File: config.mk
export PLATFORM = sky130hd
export DESIGN_NAME = rsbp_sqrt_pipe
export DESIGN_NICKNAME = d
export VERILOG_FILES = /design/src/rsbp_pkg.sv /design/src/rsbp_sqrt_pipe.sv
export SDC_FILE = /design/constraint.sdc
export NUM_CORES = 1
export LEC_CHECK = 0
export ABC_AREA = 1
export BUFFER_PORTS_ARGS = -buffer_cell sky130_fd_sc_hd__buf_2
export CELL_PAD_IN_SITES_DETAIL_PLACEMENT = 0
export CELL_PAD_IN_SITES_GLOBAL_PLACEMENT = 1
export CORE_ASPECT_RATIO = 0.75
export CORE_MARGIN = 4
export CORE_UTILIZATION = 51
export CTS_CLUSTER_DIAMETER = 120
export CTS_CLUSTER_SIZE = 40
export DETAILED_ROUTE_END_ITERATION = 7
export PLACE_DENSITY_LB_ADDON = 0.1
export SLEW_MARGIN = 20
export SYNTH_ARGS = -nofsm -noshare
export SYNTH_HDL_FRONTEND = slang
export SYNTH_SLANG_ARGS = --single-unit
File: constraint.sdc
create_clock -name clock -period 2.8 [get_ports clock]
set_clock_uncertainty 0.15 [all_clocks]
set_input_delay 0.42 -clock clock [delete_from_list [all_inputs] [get_ports clock]]
set_output_delay 0.42 -clock clock [all_outputs]
set_load 0.03 [all_outputs]
File: src/rsbp_pkg.sv
package rsbp_pkg;

   localparam int PIX_W     = 8;
   localparam int GAIN_W    = 10;
   localparam int GAIN_FRAC = 8;
   localparam int SECT_W    = 3;
   localparam int HUE_W     = 11;

   localparam logic [GAIN_W-1:0] GAIN_RESET = GAIN_W'(256);

   localparam logic [SECT_W-1:0] SECT_RED_YELLOW   = 3'd0;
   localparam logic [SECT_W-1:0] SECT_YELLOW_GREEN = 3'd1;
   localparam logic [SECT_W-1:0] SECT_GREEN_CYAN   = 3'd2;
   localparam logic [SECT_W-1:0] SECT_CYAN_BLUE    = 3'd3;
   localparam logic [SECT_W-1:0] SECT_BLUE_MAGENTA = 3'd4;
   localparam logic [SECT_W-1:0] SECT_MAGENTA_RED  = 3'd5;

endpackage

File: src/rsbp_sqrt_pipe.sv
module rsbp_sqrt_pipe #(
   parameter int FRAC_W = 16,
   parameter int SIDE_W = 28
) (
   input  logic              clock,
   input  logic              reset,
   input  logic              en,
   input  logic              in_valid,
   input  logic [FRAC_W:0]   in_sat,
   input  logic [SIDE_W-1:0] in_side,
   output logic              out_valid,
   output logic [FRAC_W:0]   out_root,
   output logic [SIDE_W-1:0] out_side
);
   import rsbp_pkg::*;

   localparam int N = FRAC_W + 1;

   // root = floor(sqrt(sat << F)), one root bit per stage
   logic              valid_ff [N];
   logic [FRAC_W+2:0] rem_ff   [N];
   logic [FRAC_W:0]   root_ff  [N];
   logic [FRAC_W:0]   sat_ff   [N];
   logic [SIDE_W-1:0] side_ff  [N];

   for (genvar k = 0; k < N; k++) begin : g_stage
      logic              v_prev;
      logic [FRAC_W+2:0] rem_prev;
      logic [FRAC_W:0]   root_prev, sat_prev;
      logic [SIDE_W-1:0] side_prev;
      logic [2*N-1:0]    radicand;
      logic [1:0]        pair;
      logic [FRAC_W+2:0] rem_sh, trial, rem_in;
      logic              ge;
      logic [FRAC_W:0]   root_in;

      if (k == 0) begin : g_first
         assign v_prev    = in_valid;
         assign rem_prev  = '0;
         assign root_prev = '0;
         assign sat_prev  = in_sat;
         assign side_prev = in_side;
      end else begin : g_next
         assign v_prev    = valid_ff[k-1];
         assign rem_prev  = rem_ff[k-1];
         assign root_prev = root_ff[k-1];
         assign sat_prev  = sat_ff[k-1];
         assign side_prev = side_ff[k-1];
      end

      assign radicand = {1'b0, sat_prev, {FRAC_W{1'b0}}};
      assign pair     = radicand[2*N-1-2*k -: 2];
      assign rem_sh   = {rem_prev[FRAC_W:0], pair};
      assign trial    = {1'b0, root_prev[FRAC_W-1:0], 2'b01};
      assign ge       = rem_sh >= trial;
      assign rem_in   = ge ? rem_sh - trial : rem_sh;
      assign root_in  = {root_prev[FRAC_W-1:0], ge};

      always_ff @(posedge clock) begin
         if (reset) begin
            valid_ff[k] <= 1'b0;
         end else if (en) begin
            valid_ff[k] <= v_prev;
         end
      end

      always_ff @(posedge clock) begin
         if (en) begin
            rem_ff[k]  <= rem_in;
            root_ff[k] <= root_in;
            sat_ff[k]  <= sat_prev;
            side_ff[k] <= side_prev;
         end
      end
   end

   assign out_valid = valid_ff[N-1];
   assign out_root  = root_ff[N-1];
   assign out_side  = side_ff[N-1];

endmodule

### Yosys cells after proc, flatten, opt, wreduce, memory -nomap -nowiden

Memory sizes are Yosys's and may differ from the RTL's.
Cells that the tools add are included.

| storage, ports and cells | value |
|---|---|
| flip-flop bits (word level) | 0 |
| latch bits | 0 |
| bits in writable memories | 1394 |
| ROM bits | 0 |
| word-level logic and storage cells | 96 |
| memories kept | 5 |

Memory list:

| name | words | width | rd ports | clocked after Yosys merged registers in | wr ports | line | source |
|---|---|---|---|---|---|---|---|
| side_ff | 17 | 28 | 17 | 0 | 17 | rsbp_sqrt_pipe.sv:24 | `logic [SIDE_W-1:0] side_ff [N];` |
| rem_ff | 17 | 19 | 16 | 0 | 17 | rsbp_sqrt_pipe.sv:21 | `logic [FRAC_W+2:0] rem_ff [N];` |
| root_ff | 17 | 17 | 17 | 0 | 17 | rsbp_sqrt_pipe.sv:22 | `logic [FRAC_W:0] root_ff [N];` |
| sat_ff | 17 | 17 | 16 | 0 | 17 | rsbp_sqrt_pipe.sv:23 | `logic [FRAC_W:0] sat_ff [N];` |
| valid_ff | 17 | 1 | 17 | 0 | 17 | rsbp_sqrt_pipe.sv:20 | `logic valid_ff [N];` |

| cells by class | value |
|---|---|
| add/subtract/negate cells | 17 |
| multiply operators | 0 |
| divide/modulo/power cells | 0 |
| magnitude comparators | 17 |
| equal/unequal tests | 0 |
| shifts and indexed selects | 0 |
| multiplexer cells | 40 |
| bitwise logic cells | 17 |
| reductions and logical operators | 0 |

Operators by type and width:

| cell | number |
|---|---|
| 2-to-1 mux 19 bit | 17 |
| >= comparator 19 x 18 -> 1 bit | 16 |
| subtractor 19 x 18 -> 19 bit | 16 |
| 2-to-1 mux 1 bit | 23 |
| bitwise OR 1 bit | 17 |
| subtractor 1 x 1 -> 2 bit, second input constant | 1 |
| >= comparator 1 bit, second input constant | 1 |

### Depth between registers and ports, before layout

| logic depth | value |
|---|---|
| depth after elaboration | 4 |
| gate-level depth with buffers | 15 |
| depth with buffers taken out | 15 |

### Least setup slack after synthesis

Ideal clock, no wire load.

| timing | value |
|---|---|
| path type | register to register |
| start | memory rem_ff[0][248] (netlist bit) |
| end | memory rem_ff[0][282] (netlist bit), data pin |
| library setup time | 0.249 ns |
| arrival time | 1.790 ns |
| required time | 2.401 ns |
| setup slack | 0.611 ns |
| stages on the path, launching flop included | 15 |
| buffers on the path | 0 |
| cells stage by stage | edfxtp_1 -> inv_1 -> ha_1 -> inv_1 -> fa_1 -> inv_1 -> nand3_1 -> nand2_1 -> nand2_1 -> nand2_1 -> nand2_1 -> nand3_1 -> nand2_1 -> nand2_1 -> inv_1 |

RTL lines:

| item | line |
|---|---|
| start, declared | rsbp_sqrt_pipe.sv:21 |

==> results.py <==
metrics = {
    "pwr": {
        "ir_drop_mv": 0.641,
        "p_leak_nw": 19.3,
        "power_density_nw_per_um2": 635,
    },
    "synthesis": {
        "syn_area_per_cell_um2": 11.5,
        "ys_seq_elements": 961,
        "synth_edf_count": 961,
        "synth_cell_type_count": 42,
        "synth_ff_type": "edfxtp_1",
        "syn-instance-count": 3670,
        "ys_warn_count": 0,
        "synth_fp_nets": 3881,
        "mappedNetlistArea_um2": 42100,
        "ys_seq_area_share_pct": 68.6,
        "async_flop_share_pct": 0,
    },
    "cts": {
        "clock-sinks": 961,
        "max-clock-path-buffers": 3,
        "worstSkewPairLatency_ns": 0.67,
        "cts_buffers": 28,
        "htree_levels": 1,
        "clockRootBuffer": "clkbuf_16",
        "cts_tree": "done",
        "path_clk_slew_ns": 0.15,
    },
    "worst_setup_path": {
        "crit_buf_inv": 3,
        "startpoint_type": "register",
        "critPathSlowestCell": "edfxtp_1",
        "critPathLaunch": "rem_ff[0][229]",
        "worstSetupPathType": "register to register",
        "end_kind": "register",
        "cpPeakStageDelay_ns": 0.48,
        "crit_fanout": 3,
        "reg2reg_depth": 12,
        "cp_top_family": "adder cells",
        "r2r_setup_slack_ns": 0.24,
        "arrival_ns": 2.86,
        "r2r_end": "rem_ff[0][261]",
        "critical_path_cell_count": 12,
        "crit_end": "rem_ff[0][261]",
        "rr_startpoint": "rem_ff[0][229]",
        "path_cells": "inv_1, ha_1, inv_1, fa_1, inv_1, nand3_1, nand3_1, nand3_1, nand4_1, nand2_1, nand2_1, nand2_1",
        "cp.required_ns": 3.10,
    },
    "routing": {
        "drt-total-wl_mm": 81.8,
        "drtPass1Iterations": 5,
        "vias": 25000,
        "routedWlPerCell_um": 16.6,
        "first_iter_violations": 2032,
        "post-route-drc-count": 0,
        "vias_per_cell": 5.08,
        "drt.antenna.violating_nets": 0,
    },
    "layout": {
        "finalNetCount": 4075,
        "num_antenna_cells": 0,
        "final_area_um2": 45400,
        "layout_common_cells": "999 x nand2_1, 961 x edfxtp_1, 589 x inv_1",
        "drive_above_1_share_pct": 5.74,
        "area_growth_syn_to_layout_pct": 7.96,
        "final_common_cell": "nand2_1",
    },
    "global_route": {
        "grt_pass1_wl_mm": 133,
        "grt_max_degree": 114,
        "globalRoute.totalOverflow": 0,
        "antenna_found_initial": 1,
        "grt_use_total_pct": 18.9,
        "grt_pass1_vias": 24100,
    },
    "floorplan": {
        "fp.coreArea_um2": 81100,
        "die_h_um": 257,
        "rows": 90,
        "start_util_pct": 51.9,
        "dieArea_um2": 87200,
        "die_x_um": 340,
        "ioPinCount": 95,
    },
    "place": {
        "postPlaceCellArea_um2": 44200,
        "port_buffers": 94,
        "dpl.hpwl_mm": 60.2,
        "gp_congestion": 0.861,
    },
    "timing": {
        "max_slew_margin_pct": 56.4,
        "finalMaxSlewViolations": 0,
        "clock.fmax_ghz": 0.391,
        "grt_setup_unrepaired": "false",
        "setup_viol": 0,
        "fin_crit_sh_pct": 91.3,
        "hold_viol": 0,
        "tns_ns": 0,
        "tightest_slew_ns": 0.654,
        "fin_crit_ns": 2.56,
    },
    "worst_hold_path": {
        "min_path_type": "input port to register",
    },
    "status": {
        "status": "finished clean",
    },
    "run": {
        "drv_cap": 0,
    },
}
-- sequential cells by signal, indices dropped and copies added (netlist names) --
| register | flops |
|---|---|
| side_ff | 476 |
| rem_ff | 250 |
| root_ff | 131 |
| sat_ff | 87 |
| valid_ff | 17 |
-- kinds of logic after synthesis --
kind of cell / synth area share (%)
other cells: 0.00891
buf+inv: 5.76
fa+ha+maj: 4.94
flops: 68.6
compound gates: 2.40
xor+xnor: 1.98
simple gates: 16.3
-- final cells by class --
type	count	area, µm²
multi-input combinational	2087	10800
fill	6795	35700
clock buffer	28	701
sequential	961	28900
tap	1058	1320
inverter	593	2230
clock inverter	3	63.8
timing repair buffer	193	1450
-- report_power, final --
group	switching [mW]	internal (mW)	total, mW
sequential	0.691	17.4	18.1
clock	3.86	1.86	5.72
combinational	3.34	1.72	5.06
total	7.89	21.0	28.8
-- synthesized netlist by cell type (2+ instances only) --
cell type  count  area share, %
a21o_1         4          0.071
a21oi_1      120            1.4
and2_1         4          0.059
buf_2         13           0.15
buf_4          7           0.12
buf_6          6           0.16
clkbuf_1       3          0.027
edfxtp_1     961             69
fa_1           7           0.33
ha_1         155            4.6
inv_1        589            5.3
inv_2          3          0.027
nand2_1      999            8.9
nand2_2       15           0.22
nand2_4        3          0.080
nand3_1      268            3.2
nand3_2        2          0.048
nand3b_1      15           0.27
nand4_1       41           0.61
nor2_1       225            2.0
nor2_2         8           0.12
nor2_4         2          0.054
nor3_1        33           0.39
nor3_2         2          0.048
nor4_1         3          0.045
o21ai_0       59           0.70
o21ai_1        8          0.095
o21bai_1       2          0.036
or2_2          7           0.10
xnor2_1       37           0.77
xor2_1        58            1.2
-- per-stage QoR --
stage | cells | utilization, % | power (mW) | hold slack, ns | worst slack [ns]
after global placement | 4844 | 54.5 | 23.3 | 0.250 | 0.212
after global routing | 4923 | 56.0 | 30.6 | 0.260 | 0.0586
final | 4923 | 56.0 | 28.8 | 0.245 | 0.243
after floorplan | 3670 | - | 21.6 | 0.250 | 0.611
after CTS | 4922 | 56.0 | 29.1 | 0.191 | 0.116
after detailed placement | 4844 | 54.5 | 23.4 | 0.255 | 0.139
-- timing repair --
| action | 4_1_cts | 5_1_grt |
|---|---|---|
| hold endpoints to repair | 47 | 0 |
| buffers inserted | 0 | 1 |
| hold buffers | 47 | 0 |
| endpoints found under the setup margin | 0 | 3 |
| resized for setup | 0 | 2 |
-- layer usage --
metal  GRT usage [%]  routed length, µm  vias up
met1            31.1              42900    11900
met2            27.4              33700      538
li1                -                  -    12600
met5               0                  0        -
met4            2.18                926        0
met3            2.73               4170       48
-- worst min-delay path by stage --
| stage | endpoint | from | slack [ns] | cells after the start |
|---|---|---|---|---|
| global placement | side_ff[0][143] | side_ff[0][115] | 0.25 | 0 |
| CTS | valid_ff[3] | reset | 0.19 | 2 |
| detailed placement | sat_ff[0][21] | sat_ff[0][4] | 0.25 | 0 |
| floorplan | sat_ff[0][102] | sat_ff[0][85] | 0.25 | 0 |
| global route | side_ff[0][5] | in_side[5] | 0.26 | 2 |
| finish | valid_ff[4] | reset | 0.24 | 2 |
(Power assumes the default switching activity.)
