**src/rsbp_pkg.sv**
```systemverilog
package rsbp_pkg;

   localparam int PIX_W     = 8;
   localparam int GAIN_W    = 10;
   localparam int GAIN_FRAC = 8;
   localparam int SECT_W    = 3;
   localparam int HUE_W     = 11;

   localparam logic [GAIN_W-1:0] GAIN_RESET = GAIN_W'(256);

   localparam logic [SECT_W-1:0] SECT_RED_YELLOW   = 3'd0;
   localparam logic [SECT_W-1:0] SECT_YELLOW_GREEN = 3'd1;
   localparam logic [SECT_W-1:0] SECT_GREEN_CYAN   = 3'd2;
   localparam logic [SECT_W-1:0] SECT_CYAN_BLUE    = 3'd3;
   localparam logic [SECT_W-1:0] SECT_BLUE_MAGENTA = 3'd4;
   localparam logic [SECT_W-1:0] SECT_MAGENTA_RED  = 3'd5;

endpackage

```
**src/rsbp_div_pipe.sv**
```systemverilog
module rsbp_div_pipe #(
   parameter int FRAC_W = 16,
   parameter int SIDE_W = 12
) (
   input  logic                        clock,
   input  logic                        reset,
   input  logic                        en,
   input  logic                        in_valid,
   input  logic [rsbp_pkg::PIX_W-1:0]  in_max,
   input  logic [rsbp_pkg::PIX_W-1:0]  in_delta,
   input  logic [rsbp_pkg::PIX_W-1:0]  in_rem,
   input  logic [SIDE_W-1:0]           in_side,
   output logic                        out_valid,
   output logic [FRAC_W:0]             out_sat,
   output logic [FRAC_W-1:0]           out_frac,
   output logic [SIDE_W-1:0]           out_side
);
   import rsbp_pkg::*;

   localparam int N = FRAC_W + 1;

   // sat = (delta << F) / max, frac = (rem << F) / delta; one quotient bit per stage
   logic             valid_ff [N];
   logic [PIX_W-1:0] max_ff   [N];
   logic [PIX_W-1:0] delta_ff [N];
   logic [PIX_W-1:0] srem_ff  [N];
   logic [PIX_W-1:0] frem_ff  [N];
   logic [FRAC_W:0]  sq_ff    [N];
   logic [FRAC_W:0]  fq_ff    [N];
   logic [SIDE_W-1:0] side_ff [N];

   for (genvar k = 0; k < N; k++) begin : g_stage
      logic              v_prev;
      logic [PIX_W-1:0]  max_prev, delta_prev, srem_prev, frem_prev;
      logic [FRAC_W:0]   sq_prev, fq_prev;
      logic [SIDE_W-1:0] side_prev;
      logic [PIX_W:0]    s_sh, f_sh;
      logic              s_ge, f_ge;
      logic [PIX_W-1:0]  srem_in, frem_in;
      logic [FRAC_W:0]   sq_in, fq_in;

      if (k == 0) begin : g_first
         assign v_prev     = in_valid;
         assign max_prev   = in_max;
         assign delta_prev = in_delta;
         assign srem_prev  = in_delta;
         assign frem_prev  = in_rem;
         assign sq_prev    = '0;
         assign fq_prev    = '0;
         assign side_prev  = in_side;
         assign s_sh       = {1'b0, srem_prev};
         assign f_sh       = {1'b0, frem_prev};
      end else begin : g_next
         assign v_prev     = valid_ff[k-1];
         assign max_prev   = max_ff[k-1];
         assign delta_prev = delta_ff[k-1];
         assign srem_prev  = srem_ff[k-1];
         assign frem_prev  = frem_ff[k-1];
         assign sq_prev    = sq_ff[k-1];
         assign fq_prev    = fq_ff[k-1];
         assign side_prev  = side_ff[k-1];
         assign s_sh       = {srem_prev, 1'b0};
         assign f_sh       = {frem_prev, 1'b0};
      end

      assign s_ge    = s_sh >= {1'b0, max_prev};
      assign f_ge    = f_sh >= {1'b0, delta_prev};
      assign srem_in = s_ge ? PIX_W'(s_sh - {1'b0, max_prev}) : PIX_W'(s_sh);
      assign frem_in = f_ge ? PIX_W'(f_sh - {1'b0, delta_prev}) : PIX_W'(f_sh);
      assign sq_in   = {sq_prev[FRAC_W-1:0], s_ge};
      assign fq_in   = {fq_prev[FRAC_W-1:0], f_ge};

      always_ff @(posedge clock) begin
         if (reset) begin
            valid_ff[k] <= 1'b0;
         end else if (en) begin
            valid_ff[k] <= v_prev;
         end
      end

      always_ff @(posedge clock) begin
         if (en) begin
            max_ff[k]   <= max_prev;
            delta_ff[k] <= delta_prev;
            srem_ff[k]  <= srem_in;
            frem_ff[k]  <= frem_in;
            sq_ff[k]    <= sq_in;
            fq_ff[k]    <= fq_in;
            side_ff[k]  <= side_prev;
         end
      end
   end

   assign out_valid = valid_ff[N-1];
   assign out_sat   = sq_ff[N-1];
   assign out_frac  = fq_ff[N-1][FRAC_W-1:0];
   assign out_side  = side_ff[N-1];

endmodule

```
**config.mk**
```make
export PLATFORM = sky130hd
export DESIGN_NAME = rsbp_div_pipe
export DESIGN_NICKNAME = d
export VERILOG_FILES = /design/src/rsbp_pkg.sv /design/src/rsbp_div_pipe.sv
export SDC_FILE = /design/constraint.sdc
export NUM_CORES = 1
export LEC_CHECK = 0
export BUFFER_PORTS_ARGS = -buffer_cell sky130_fd_sc_hd__buf_2
export CELL_PAD_IN_SITES_DETAIL_PLACEMENT = 1
export CELL_PAD_IN_SITES_GLOBAL_PLACEMENT = 1
export CORE_UTILIZATION = 35
export DETAILED_ROUTE_END_ITERATION = 8
export GPL_TIMING_DRIVEN = 0
export PLACE_DENSITY_LB_ADDON = 0.1
export SLEW_MARGIN = 20
export SYNTH_ARGS = -nofsm -noshare
export SYNTH_HDL_FRONTEND = slang
export SYNTH_SLANG_ARGS = --single-unit
```
**constraint.sdc**
```tcl
create_clock -name clock -period 3.13 [get_ports clock]
set_input_delay 0.626 -clock clock [delete_from_list [all_inputs] [get_ports clock]]
set_output_delay 0.626 -clock clock [all_outputs]
set_load 0.02 [all_outputs]
```
## After elaboration in Yosys (flattened, before gate mapping)

Memory sizes are Yosys's and may differ from the RTL's.
Cells that the tools add are included.

- Memory bits (writable): 1,343
- Bits in registers: 0
- Bits in latches: 0
- Memories: 8
- ROM bits: 0

Memory list:

| name | depth | width | rd ports | clocked after Yosys merged registers in | wr ports | line | text |
|---|---|---|---|---|---|---|---|
| fq_ff | 17 | 17 | 17 | 0 | 17 | rsbp_div_pipe.sv:29 | `logic [FRAC_W:0] fq_ff [N];` |
| sq_ff | 17 | 17 | 17 | 0 | 17 | rsbp_div_pipe.sv:28 | `logic [FRAC_W:0] sq_ff [N];` |
| side_ff | 17 | 12 | 17 | 0 | 17 | rsbp_div_pipe.sv:30 | `logic [SIDE_W-1:0] side_ff [N];` |
| delta_ff | 17 | 8 | 16 | 0 | 17 | rsbp_div_pipe.sv:25 | `logic [PIX_W-1:0] delta_ff [N];` |
| frem_ff | 17 | 8 | 16 | 0 | 17 | rsbp_div_pipe.sv:27 | `logic [PIX_W-1:0] frem_ff [N];` |
| max_ff | 17 | 8 | 16 | 0 | 17 | rsbp_div_pipe.sv:24 | `logic [PIX_W-1:0] max_ff [N];` |
| +2 memories | -- | -- | -- | -- | -- | -- |  |

- Bitwise logic cells: 17
- Reductions and logical operators: 0
- Div/mod/pow operators: 0
- $mul: 0
- Equality and inequality tests: 0
- Shift operators: 0
- Order comparisons: 34
- Mux-type cells: 57
- Add/subtract/negate cells: 34

Operator list:

| cell | number |
|---|---|
| greater-or-equal comparator 9 x 8 -> 1 bit | 32 |
| 2-to-1 mux 8 bit | 34 |
| subtractor 8 bit | 34 |
| 2-to-1 mux 1 bit | 23 |
| bitwise OR 1 bit | 17 |
| greater-or-equal comparator 8 bit | 2 |

## Depth between registers and ports, before layout

Gate-level depths: netlist of the first run.

- Word-level depth: 4
- Gate-level depth with buffers: 10

## Least setup slack after synthesis of the first run

OpenSTA, ideal clock, no wires.

- Path kind: input to register
- Start point: input in_delta[0] (netlist bit)
- End point: memory srem_ff[0][3] (data pin)
- Slack: 0.406 ns
- Arrival time: 2.464 ns
- Setup time: 0.260 ns
- Data required time: 2.870 ns
- Buffers on the path: 0
- Stages: 8
- Cells stage by stage: inv_1 > ha_1 > fa_1 > nand2b_1 > a21oi_1 > o2111ai_1 > a21oi_2 > mux2_2

RTL lines:

| what | line | text |
|---|---|---|
| start: declaration | rsbp_div_pipe.sv:10 | `input logic [rsbp_pkg::PIX_W-1:0] in_delta,` |
| end: declaration | rsbp_div_pipe.sv:26 | `logic [PIX_W-1:0] srem_ff [N];` |

==> flow_summary.html, run 1 <==
<table>
<tr><th>Metric</th><th>Value</th></tr>
<tr><th colspan="2">Route</th></tr>
<tr><td>Final ANT Viol Nets</td><td>0</td></tr>
<tr><td>Vias</td><td>26846</td></tr>
<tr><td>Wirelength per Cell</td><td>16.6 µm</td></tr>
<tr><td>Routed wire length</td><td>roughly 90 mm</td></tr>
<tr><td>Initial detailed-routing violation count</td><td>~1200</td></tr>
<tr><td>Via-per-instance ratio</td><td>4.94</td></tr>
<tr><td>Iteration count of the initial detailed-routing pass</td><td>9</td></tr>
<tr><td>Remaining design rule violation count</td><td>2</td></tr>
<tr><th colspan="2">Cells and area</th></tr>
<tr><td>Total inserted antenna cells</td><td>0</td></tr>
<tr><td>Area growth syn-to-layout</td><td>14.7%</td></tr>
<tr><td>Ratio of cells with drive above 1 in the final layout</td><td>14.6%</td></tr>
<tr><td>Final cell utilization of the core</td><td>40.6%</td></tr>
<tr><td>Number of non-filler instances in the completed layout</td><td>5437</td></tr>
<tr><td>Count of nets after finishing</td><td>3910</td></tr>
<tr><th colspan="2">Worst setup path</th></tr>
<tr><td>Top delay family on crit path</td><td>compound AO/OA/AOI/OAI gates</td></tr>
<tr><td>Endpoint kind of the worst setup timing path</td><td>register</td></tr>
<tr><td>Arr. time, crit path</td><td>3.36 ns</td></tr>
<tr><td>Cells traversed along the worst timing path</td><td>ha_1, a21oi_1, o21ai_0, a211oi_2, nor3b_4, mux2_2</td></tr>
<tr><td>Critical setup path kind</td><td>reg -&gt; reg</td></tr>
<tr><td>Kind of start point of the critical path</td><td>register</td></tr>
<tr><td>Worst Setup SP</td><td>frem_ff[0][85]</td></tr>
<tr><td>Maximum cell stage delay along the critical path</td><td>between 0.5 and 0.6 ns</td></tr>
<tr><td>Buffers plus inverters on the worst setup path</td><td>0</td></tr>
<tr><td>Worst r2r src</td><td>frem_ff[0][85]</td></tr>
<tr><td>CP Data Required Time</td><td>between 3 and 4 ns</td></tr>
<tr><td>Worst-path fanout max</td><td>8</td></tr>
<tr><td>Slowest stage cell on the critical path</td><td>nor3b_4</td></tr>
<tr><th colspan="2">Global routing</th></tr>
<tr><td>Largest net degree at the start of global routing</td><td>154</td></tr>
<tr><td>Antenna violations before repair</td><td>1</td></tr>
<tr><td>First-pass GRT wire length</td><td>approximately 150 mm</td></tr>
<tr><td>Overall routing resource usage</td><td>13.1%</td></tr>
<tr><td>Sum of overflow across all layers after global routing</td><td>0</td></tr>
<tr><td>Via count of the first global-routing pass</td><td>28995</td></tr>
<tr><th colspan="2">Floorplan</th></tr>
<tr><td>Number of top-level pins</td><td>86</td></tr>
<tr><td>Die area</td><td>0.137 mm²</td></tr>
<tr><td>Vertical extent of the die</td><td>370 µm</td></tr>
<tr><td>Chip width</td><td>370 µm</td></tr>
<tr><td>Number of rows created at floorplan</td><td>134</td></tr>
<tr><td>Std-Cell Core Area</td><td>0.134 mm²</td></tr>
<tr><td>Starting density of the core</td><td>35.4%</td></tr>
<tr><th colspan="2">STA</th></tr>
<tr><td>Max-slew headroom at the worst pin</td><td>48.9%</td></tr>
<tr><td>Final period util</td><td>92.9%</td></tr>
<tr><td>Unrepaired setup endpoints after global routing</td><td>no</td></tr>
<tr><td>Least-Margin Pin Slew</td><td>0.767 ns</td></tr>
<tr><td>Hold violation count in the final report</td><td>0</td></tr>
<tr><td>Smallest hold slack</td><td>around 0.09 ns</td></tr>
<tr><td>Final min period</td><td>2.91 ns</td></tr>
<tr><td>Max Fclk</td><td>344 MHz</td></tr>
<tr><td>Final setup violating endpoints</td><td>0</td></tr>
<tr><td>Clock Skews</td><td>0.0211 ns</td></tr>
<tr><td>Slew Limit Fails</td><td>0</td></tr>
<tr><td>Setup slack after layout</td><td>0.222 ns</td></tr>
<tr><th colspan="2">Clocking</th></tr>
<tr><td>Total CTS buffers</td><td>117</td></tr>
<tr><td>Clock tree from TritonCTS</td><td>done</td></tr>
<tr><td>Cell at the root of the clock tree</td><td>clkbuf_16</td></tr>
<tr><td>Source-to-sink clock delay at the later pin of the worst-skew pair</td><td>0.72 ns</td></tr>
<tr><td>H-tree lvl count</td><td>3</td></tr>
<tr><td>Sink Count</td><td>1022</td></tr>
<tr><td>Clock buffer depth</td><td>3</td></tr>
<tr><td>PostCTS Resize Cnt</td><td>0</td></tr>
<tr><td>CTS clk-pin slew, worst paths</td><td>0.06 ns</td></tr>
<tr><td>Number of setup buffers added after CTS</td><td>0</td></tr>
<tr><th colspan="2">Power and ir drop</th></tr>
<tr><td>Sw Share</td><td>a little under a third</td></tr>
<tr><td>Largest voltage drop on the vdd net</td><td>417 µV</td></tr>
<tr><td>Power Total</td><td>about 48 mW</td></tr>
<tr><td>Logic pwr share</td><td>30.1%</td></tr>
<tr><td>Static power due to leakage</td><td>20.7 nW</td></tr>
<tr><td>Proportion of power drawn by flip-flops and latches</td><td>40.4%</td></tr>
<tr><td>Clk network pwr share</td><td>29.4%</td></tr>
<tr><td>Switching power summed over all nets</td><td>14.6 mW</td></tr>
<tr><td>Internal power</td><td>33.3 mW</td></tr>
<tr><td>Areal power density over the cells</td><td>881 mW/mm²</td></tr>
<tr><th colspan="2">Yosys</th></tr>
<tr><td>Cell with the most instances after synthesis</td><td>edfxtp_1</td></tr>
<tr><td>FFs w/ async S/R, synth</td><td>0%</td></tr>
<tr><td>Share of synthesized area spent on multiplexers</td><td>under 10%</td></tr>
<tr><td>List of most frequent post-synthesis cells</td><td>edfxtp_1, inv_1, ha_1</td></tr>
<tr><td>Net Count, Synth</td><td>3689</td></tr>
<tr><td>Area of the mapped netlist</td><td>0.0474 mm²</td></tr>
<tr><td>Compound-gate portion of the synthesized area</td><td>9.11%</td></tr>
<tr><td>Most instantiated flip-flop cell in the synthesis netlist</td><td>edfxtp_1</td></tr>
<tr><td>Total of flip-flops plus latches after synthesis</td><td>1022</td></tr>
<tr><td>Number of enable-type register cells in the synthesized netlist</td><td>1022</td></tr>
<tr><td>Top post-synthesis cells by area</td><td>edfxtp_1, ha_1, mux2_2</td></tr>
<tr><td>Synth warn</td><td>0</td></tr>
<tr><td>Post-Synthesis Mean Instance Area</td><td>14.2 µm²</td></tr>
<tr><td>Post-synthesis cell type with the largest combined area</td><td>edfxtp_1</td></tr>
<tr><td>Count of distinct cell types in the synthesized netlist</td><td>61</td></tr>
<tr><td>Simple-Gate Fraction of Synth Area</td><td>under 10%</td></tr>
<tr><td>XOR/XNOR share of the synthesized area</td><td>0.925%</td></tr>
<tr><td>Count of mapped cells out of synthesis</td><td>3347</td></tr>
<tr><td>Share of synthesized area occupied by flip-flops and latches</td><td>64.8%</td></tr>
<tr><td>Largest family of logic cells by synthesized area</td><td>compound AO/OA/AOI/OAI gates</td></tr>
<tr><td>Share of the synthesized area in the top cell type</td><td>64.8%</td></tr>
<tr><td>Post-synthesis share of cell area spent on full adders, half adders and majority gates</td><td>about 8.5%</td></tr>
<tr><th colspan="2">Job</th></tr>
<tr><td>Reported max-cap violation count</td><td>0</td></tr>
<tr><th colspan="2">Worst hold path</th></tr>
<tr><td>Hold WC Path Type</td><td>in -&gt; reg</td></tr>
<tr><td>Startpoint of the lowest-slack hold path</td><td>in_side[7]</td></tr>
<tr><th colspan="2">Placed design</th></tr>
<tr><td>Count of input and output buffers</td><td>85</td></tr>
<tr><td>Routability-driven placement congestion ratio</td><td>0.852</td></tr>
<tr><td>Total instance count after detailed placement</td><td>5208</td></tr>
<tr><td>Post-placement setup slack</td><td>-0.552 ns</td></tr>
<tr><td>Placed wire-length estimate after detailed placement</td><td>62.9 mm</td></tr>
<tr><th colspan="2">Status</th></tr>
<tr><td>Violated checks</td><td>design-rule violations</td></tr>
<tr><td>Status</td><td>finished, violations left</td></tr>
</table>
==> final timing paths <==
kind / slack [ns] / endpoint / cells after the start
hold / removal: 0.09 / side_ff[0][7] / 1
setup / recovery: 0.22 / frem_ff[0][91] / 6
setup reg to reg: 0.22 / frem_ff[0][91] / 6
hold reg to reg: 0.41 / fq_ff[0][262] / 0
==> routing by layer <==
| metal | share of wire (%) | vias to the layer above | track usage, % |
|---|---|---|---|
| li1 | - | 13017 | - |
| met5 | 0 | - | 0 |
| met1 | 42 | 13278 | 15.4 |
| met2 | 51 | 364 | 23.7 |
| met3 | 3.2 | 187 | 2.16 |
| met4 | 2.9 | 0 | 5.33 |
==> through the flow <==
stage / cell area, µm² / setup TNS (ns)
after CTS: 54300 / 0
final: 54300 / 0
after global routing: 54300 / 0
after global placement: 50000 / -
after detailed placement: 50200 / -60.79
after floorplan: 47400 / 0
==> flip-flops by register name, indices dropped and copies added, names as in the netlist <==
| register | cells |
|---|---|
| delta_ff | 128 |
| fq_ff | 136 |
| frem_ff | 128 |
| max_ff | 128 |
| side_ff | 204 |
| sq_ff | 153 |
| srem_ff | 128 |
| valid_ff | 17 |
==> power by group through the flow <==
stage	logic, mW	clock network, mW	registers [mW]
after CTS	14.5	14.7	19.4
after global placement	13.7	0	20.0
final	14.4	14.1	19.4
after global routing	16.1	15.1	19.6
after floorplan	11.0	0	19.2
after detailed placement	14.4	0	19.7
==> layout by cell type, fill, tap and decap left out, types with 16 or more instances in the layout <==
| cell type | n |
|---|---|
| inv_1 | 450 |
| bufinv_16 | 19 |
| clkinv_2 | 25 |
| a22oi_1 | 19 |
| clkbuf_16 | 118 |
| o211ai_1 | 32 |
| nor2b_1 | 97 |
| mux2i_1 | 58 |
| and2_1 | 23 |
| clkinv_1 | 18 |
| xnor2_1 | 39 |
| nand4_1 | 68 |
| buf_2 | 88 |
| edfxtp_1 | 1022 |
| nand2_1 | 93 |
| clkbuf_1 | 22 |
| and3_1 | 42 |
| a211oi_2 | 17 |
| or4b_2 | 23 |
| nor3b_4 | 22 |
| clkinvlp_4 | 16 |
| nand3_1 | 35 |
| o21ai_0 | 143 |
| o31a_1 | 31 |
| o21a_1 | 61 |
| fa_1 | 32 |
| o32ai_1 | 25 |
| a211o_1 | 21 |
| buf_4 | 16 |
| ha_1 | 270 |
| nor2_1 | 182 |
| nor3_1 | 41 |
| a211oi_1 | 25 |
| a21oi_1 | 149 |
| mux2_2 | 152 |
| a32o_1 | 22 |
==> cells by family (layout without fill, tap and decap cells) <==
family,Yosys count,count (layout)
AND/OR/NAND/NOR,664,664
XOR/XNOR,50,50
AO/OA/AOI/OAI,623,623
multiplexers,210,210
adder cells (fa/ha/maj),302,302
flip-flops,1022,1022
buffers and inverters,476,798
==> repair_timing <==
action	4_1_cts	5_1_grt
hold buffers	9	0
hold endpoints to repair	9	0
endpoints found under the setup margin	0	0
==> area by class of cell <==
class	instances	area (µm²)
tap	1768	2210
timing repair buffer	102	751
inverter	450	1690
clock inverter	86	1000
buffer	26	163
multi-input combinational	1849	14800
sequential	1022	30700
fill	13557	79400
clock buffer	134	3010
No activity file was read; power rests on OpenSTA's default activity.
==> run 2, diff against run 1 <==
--- a/config.mk
+++ b/config.mk
@@ -8,7 +8,7 @@
 export BUFFER_PORTS_ARGS = -buffer_cell sky130_fd_sc_hd__buf_2
 export CELL_PAD_IN_SITES_DETAIL_PLACEMENT = 1
 export CELL_PAD_IN_SITES_GLOBAL_PLACEMENT = 1
-export CORE_UTILIZATION = 35
+export CORE_UTILIZATION = 40
 export DETAILED_ROUTE_END_ITERATION = 8
 export GPL_TIMING_DRIVEN = 0
 export PLACE_DENSITY_LB_ADDON = 0.1
==> run 2 against run 1 <==
The flow now finishes without violations. Non-clock buffer count fell by 3. Critical path depth did not move. Die area fell by 12%. Combinational power barely moved. Worst hold slack improved by 0.0033 ns. Total power fell by 1.7%. Final cell count fell by 4.8%. Worst setup slack improved by 0.10 ns. Via count fell by 0.98%. Clock skew rose by 0.019 ns.
==> flow_summary.html, run 2 (synthesis gave the netlist of run 1 again) <==
<table>
<tr><th>Metric</th><th>Value</th></tr>
<tr><th colspan="2">Worst setup path</th></tr>
<tr><td>Cells traversed along the worst timing path</td><td>ha_1, a21oi_1, o21ai_0, a211oi_2, nor3b_4, mux2_2</td></tr>
<tr><td>Maximum cell stage delay along the critical path</td><td>0.52 ns</td></tr>
<tr><td>Critical setup path kind</td><td>reg -&gt; reg</td></tr>
<tr><td>Arr. time, crit path</td><td>3.25 ns</td></tr>
<tr><td>Slowest stage cell on the critical path</td><td>nor3b_4</td></tr>
<tr><td>Kind of start point of the critical path</td><td>register</td></tr>
<tr><td>CP Data Required Time</td><td>3.58 ns</td></tr>
<tr><td>Endpoint kind of the worst setup timing path</td><td>register</td></tr>
<tr><td>Worst-path fanout max</td><td>8</td></tr>
<tr><th colspan="2">Global routing</th></tr>
<tr><td>Largest net degree at the start of global routing</td><td>122</td></tr>
<tr><td>First-pass GRT wire length</td><td>146 mm</td></tr>
<tr><td>Sum of overflow across all layers after global routing</td><td>0</td></tr>
<tr><td>Via count of the first global-routing pass</td><td>28826</td></tr>
<tr><td>Antenna violations before repair</td><td>0</td></tr>
<tr><td>Overall routing resource usage</td><td>14.8%</td></tr>
<tr><th colspan="2">Power and ir drop</th></tr>
<tr><td>Sw Share</td><td>30.6%</td></tr>
<tr><td>Static power due to leakage</td><td>around 21 nW</td></tr>
<tr><td>Logic pwr share</td><td>30.7%</td></tr>
<tr><td>Areal power density over the cells</td><td>874 mW/mm²</td></tr>
<tr><td>Internal power</td><td>32.7 mW</td></tr>
<tr><td>Clk network pwr share</td><td>28.2%</td></tr>
<tr><td>Largest voltage drop on the vdd net</td><td>490 µV</td></tr>
<tr><td>Proportion of power drawn by flip-flops and latches</td><td>41.1%</td></tr>
<tr><td>Switching power summed over all nets</td><td>14.4 mW</td></tr>
<tr><th colspan="2">Clocking</th></tr>
<tr><td>Sink Count</td><td>approximately 1000</td></tr>
<tr><td>Total CTS buffers</td><td>111</td></tr>
<tr><td>Clock buffer depth</td><td>3</td></tr>
<tr><td>H-tree lvl count</td><td>3</td></tr>
<tr><td>CTS clk-pin slew, worst paths</td><td>0.06 ns</td></tr>
<tr><td>Number of buffers inserted by hold repair at cts</td><td>0</td></tr>
<tr><td>Source-to-sink clock delay at the later pin of the worst-skew pair</td><td>0.70 ns</td></tr>
<tr><td>Clock tree from TritonCTS</td><td>done</td></tr>
<tr><td>Cell at the root of the clock tree</td><td>clkbuf_16</td></tr>
<tr><th colspan="2">Worst hold path</th></tr>
<tr><td>Hold WC Path Type</td><td>in -&gt; reg</td></tr>
<tr><th colspan="2">Route</th></tr>
<tr><td>Final ANT Viol Nets</td><td>0</td></tr>
<tr><td>Vias</td><td>26583</td></tr>
<tr><td>Remaining design rule violation count</td><td>0</td></tr>
<tr><td>Via-per-instance ratio</td><td>roughly 5</td></tr>
<tr><td>Iteration count of the initial detailed-routing pass</td><td>5</td></tr>
<tr><td>Wirelength per Cell</td><td>between 15 and 20 µm</td></tr>
<tr><td>Initial detailed-routing violation count</td><td>1147</td></tr>
<tr><td>Routed wire length</td><td>89.1 mm</td></tr>
<tr><th colspan="2">Cells and area</th></tr>
<tr><td>Total inserted antenna cells</td><td>0</td></tr>
<tr><td>Final cell utilization of the core</td><td>a little under half</td></tr>
<tr><td>Count of nets after finishing</td><td>3901</td></tr>
<tr><td>Number of flip-flops in the largest register</td><td>204</td></tr>
<tr><td>Largest regs</td><td>side_ff (204), sq_ff (153), fq_ff (136)</td></tr>
<tr><td>Most common cell after layout, fill and taps aside</td><td>edfxtp_1</td></tr>
<tr><td>Ratio of cells with drive above 1 in the final layout</td><td>14.4%</td></tr>
<tr><td>Fill count</td><td>11597</td></tr>
<tr><td>Number of non-filler instances in the completed layout</td><td>between 5000 and 6000</td></tr>
<tr><td>Most used cells in the layout excluding fill and tap cells</td><td>edfxtp_1, inv_1, ha_1</td></tr>
<tr><td>Biggest register</td><td>side_ff</td></tr>
<tr><td>Area growth syn-to-layout</td><td>13.7%</td></tr>
<tr><th colspan="2">Placed design</th></tr>
<tr><td>Placed wire-length estimate after detailed placement</td><td>62.7 mm</td></tr>
<tr><td>Count of input and output buffers</td><td>85</td></tr>
<tr><td>Total instance count after detailed placement</td><td>4964</td></tr>
<tr><td>Routability-driven placement congestion ratio</td><td>about 0.84</td></tr>
<tr><td>Post-placement setup slack</td><td>-1.17 ns</td></tr>
<tr><th colspan="2">STA</th></tr>
<tr><td>Hold violation count in the final report</td><td>0</td></tr>
<tr><td>Least-Margin Pin Slew</td><td>0.730 ns</td></tr>
<tr><td>Slew Limit Fails</td><td>0</td></tr>
<tr><td>Clock Skews</td><td>0.0403 ns</td></tr>
<tr><td>Setup slack after layout</td><td>0.324 ns</td></tr>
<tr><td>Final setup violating endpoints</td><td>0</td></tr>
<tr><td>Unrepaired setup endpoints after global routing</td><td>no</td></tr>
<tr><td>Max-slew headroom at the worst pin</td><td>51.4%</td></tr>
<tr><td>Final period util</td><td>between 80% and 90%</td></tr>
<tr><td>Max Fclk</td><td>356 MHz</td></tr>
<tr><td>Smallest hold slack</td><td>approximately 0.093 ns</td></tr>
<tr><td>Final min period</td><td>2.81 ns</td></tr>
<tr><th colspan="2">Floorplan</th></tr>
<tr><td>Chip width</td><td>between 300 and 400 µm</td></tr>
<tr><td>Starting density of the core</td><td>between 40% and 50%</td></tr>
<tr><td>Vertical extent of the die</td><td>346 µm</td></tr>
<tr><td>Std-Cell Core Area</td><td>around 0.12 mm²</td></tr>
<tr><td>Number of top-level pins</td><td>86</td></tr>
<tr><td>Die area</td><td>between 0.1 and 0.15 mm²</td></tr>
<tr><td>Number of rows created at floorplan</td><td>125</td></tr>
<tr><th colspan="2">Status</th></tr>
<tr><td>Status</td><td>finished clean</td></tr>
<tr><th colspan="2">Job</th></tr>
<tr><td>Reported max-cap violation count</td><td>0</td></tr>
</table>
run 2: through the flow:
stage	TNS [ns]	power, mW	area [µm²]
5_1_grt	0	49.9	53800
2_1_floorplan	0	30.2	47400
3_5_place_dp	-294.19	34.0	49900
3_3_place_gp	-	33.6	49700
6_report	0	47.1	53800
4_1_cts	0	47.8	53800
run 2: power by group through the flow:
stage / sequential, mW / combinational, mW / clock, mW
floorplan: 19.2 / 11.0 / 0
global placement: 20.0 / 13.6 / 0
detailed placement: 19.7 / 14.3 / 0
CTS: 19.4 / 14.5 / 13.8
global route: 19.6 / 16.0 / 14.3
finish: 19.3 / 14.4 / 13.3
run 2: area by class of cell:
type	instances	area (µm²)	area share, %
flip-flops and latches	1022	30700	57.0
multi-input cells	1849	14800	27.5
clock buffers	129	2850	5.28
well taps	1524	1910	3.54
inverters	450	1690	3.14
clock inverters	79	923	1.72
repair buffers	99	798	1.48
plain buffers	26	163	0.302
run 2: final timing paths:
path	startpoint	end	slack (ns)	depth (start not counted)
worst max register to register	frem_ff[0][53]	frem_ff[0][62]	0.32	6
worst min-delay path	in_side[0]	side_ff[0][0]	0.09	1
worst min register to register	fq_ff[0][160]	fq_ff[0][178]	0.38	0
worst max-delay path	frem_ff[0][53]	frem_ff[0][62]	0.32	6
run 2: worst max-delay path: cells and delay by family (launching register included):
kind,cells,cell delay (ns)
flip-flops,1,0.40
multiplexers,1,0.40
AO/OA/AOI/OAI,3,0.83
adder cells (fa/ha/maj),1,0.41
AND/OR/NAND/NOR,1,0.52
run 2: metal layers:
metal  up-vias  global-route usage, %  wire, µm
li1      12987                      -         -
met1     13099                   17.3     37600
met2       328                   27.0     46100
met3       169                   2.32      2810
met4         0                   5.71      2480
met5         -                      0         0
run 2: repair_timing:
item	CTS	global route
buffers inserted	0	2
pin swaps	0	1
gates cloned	3	1
gates resized for setup	0	1
setup endpoints to repair	179	18
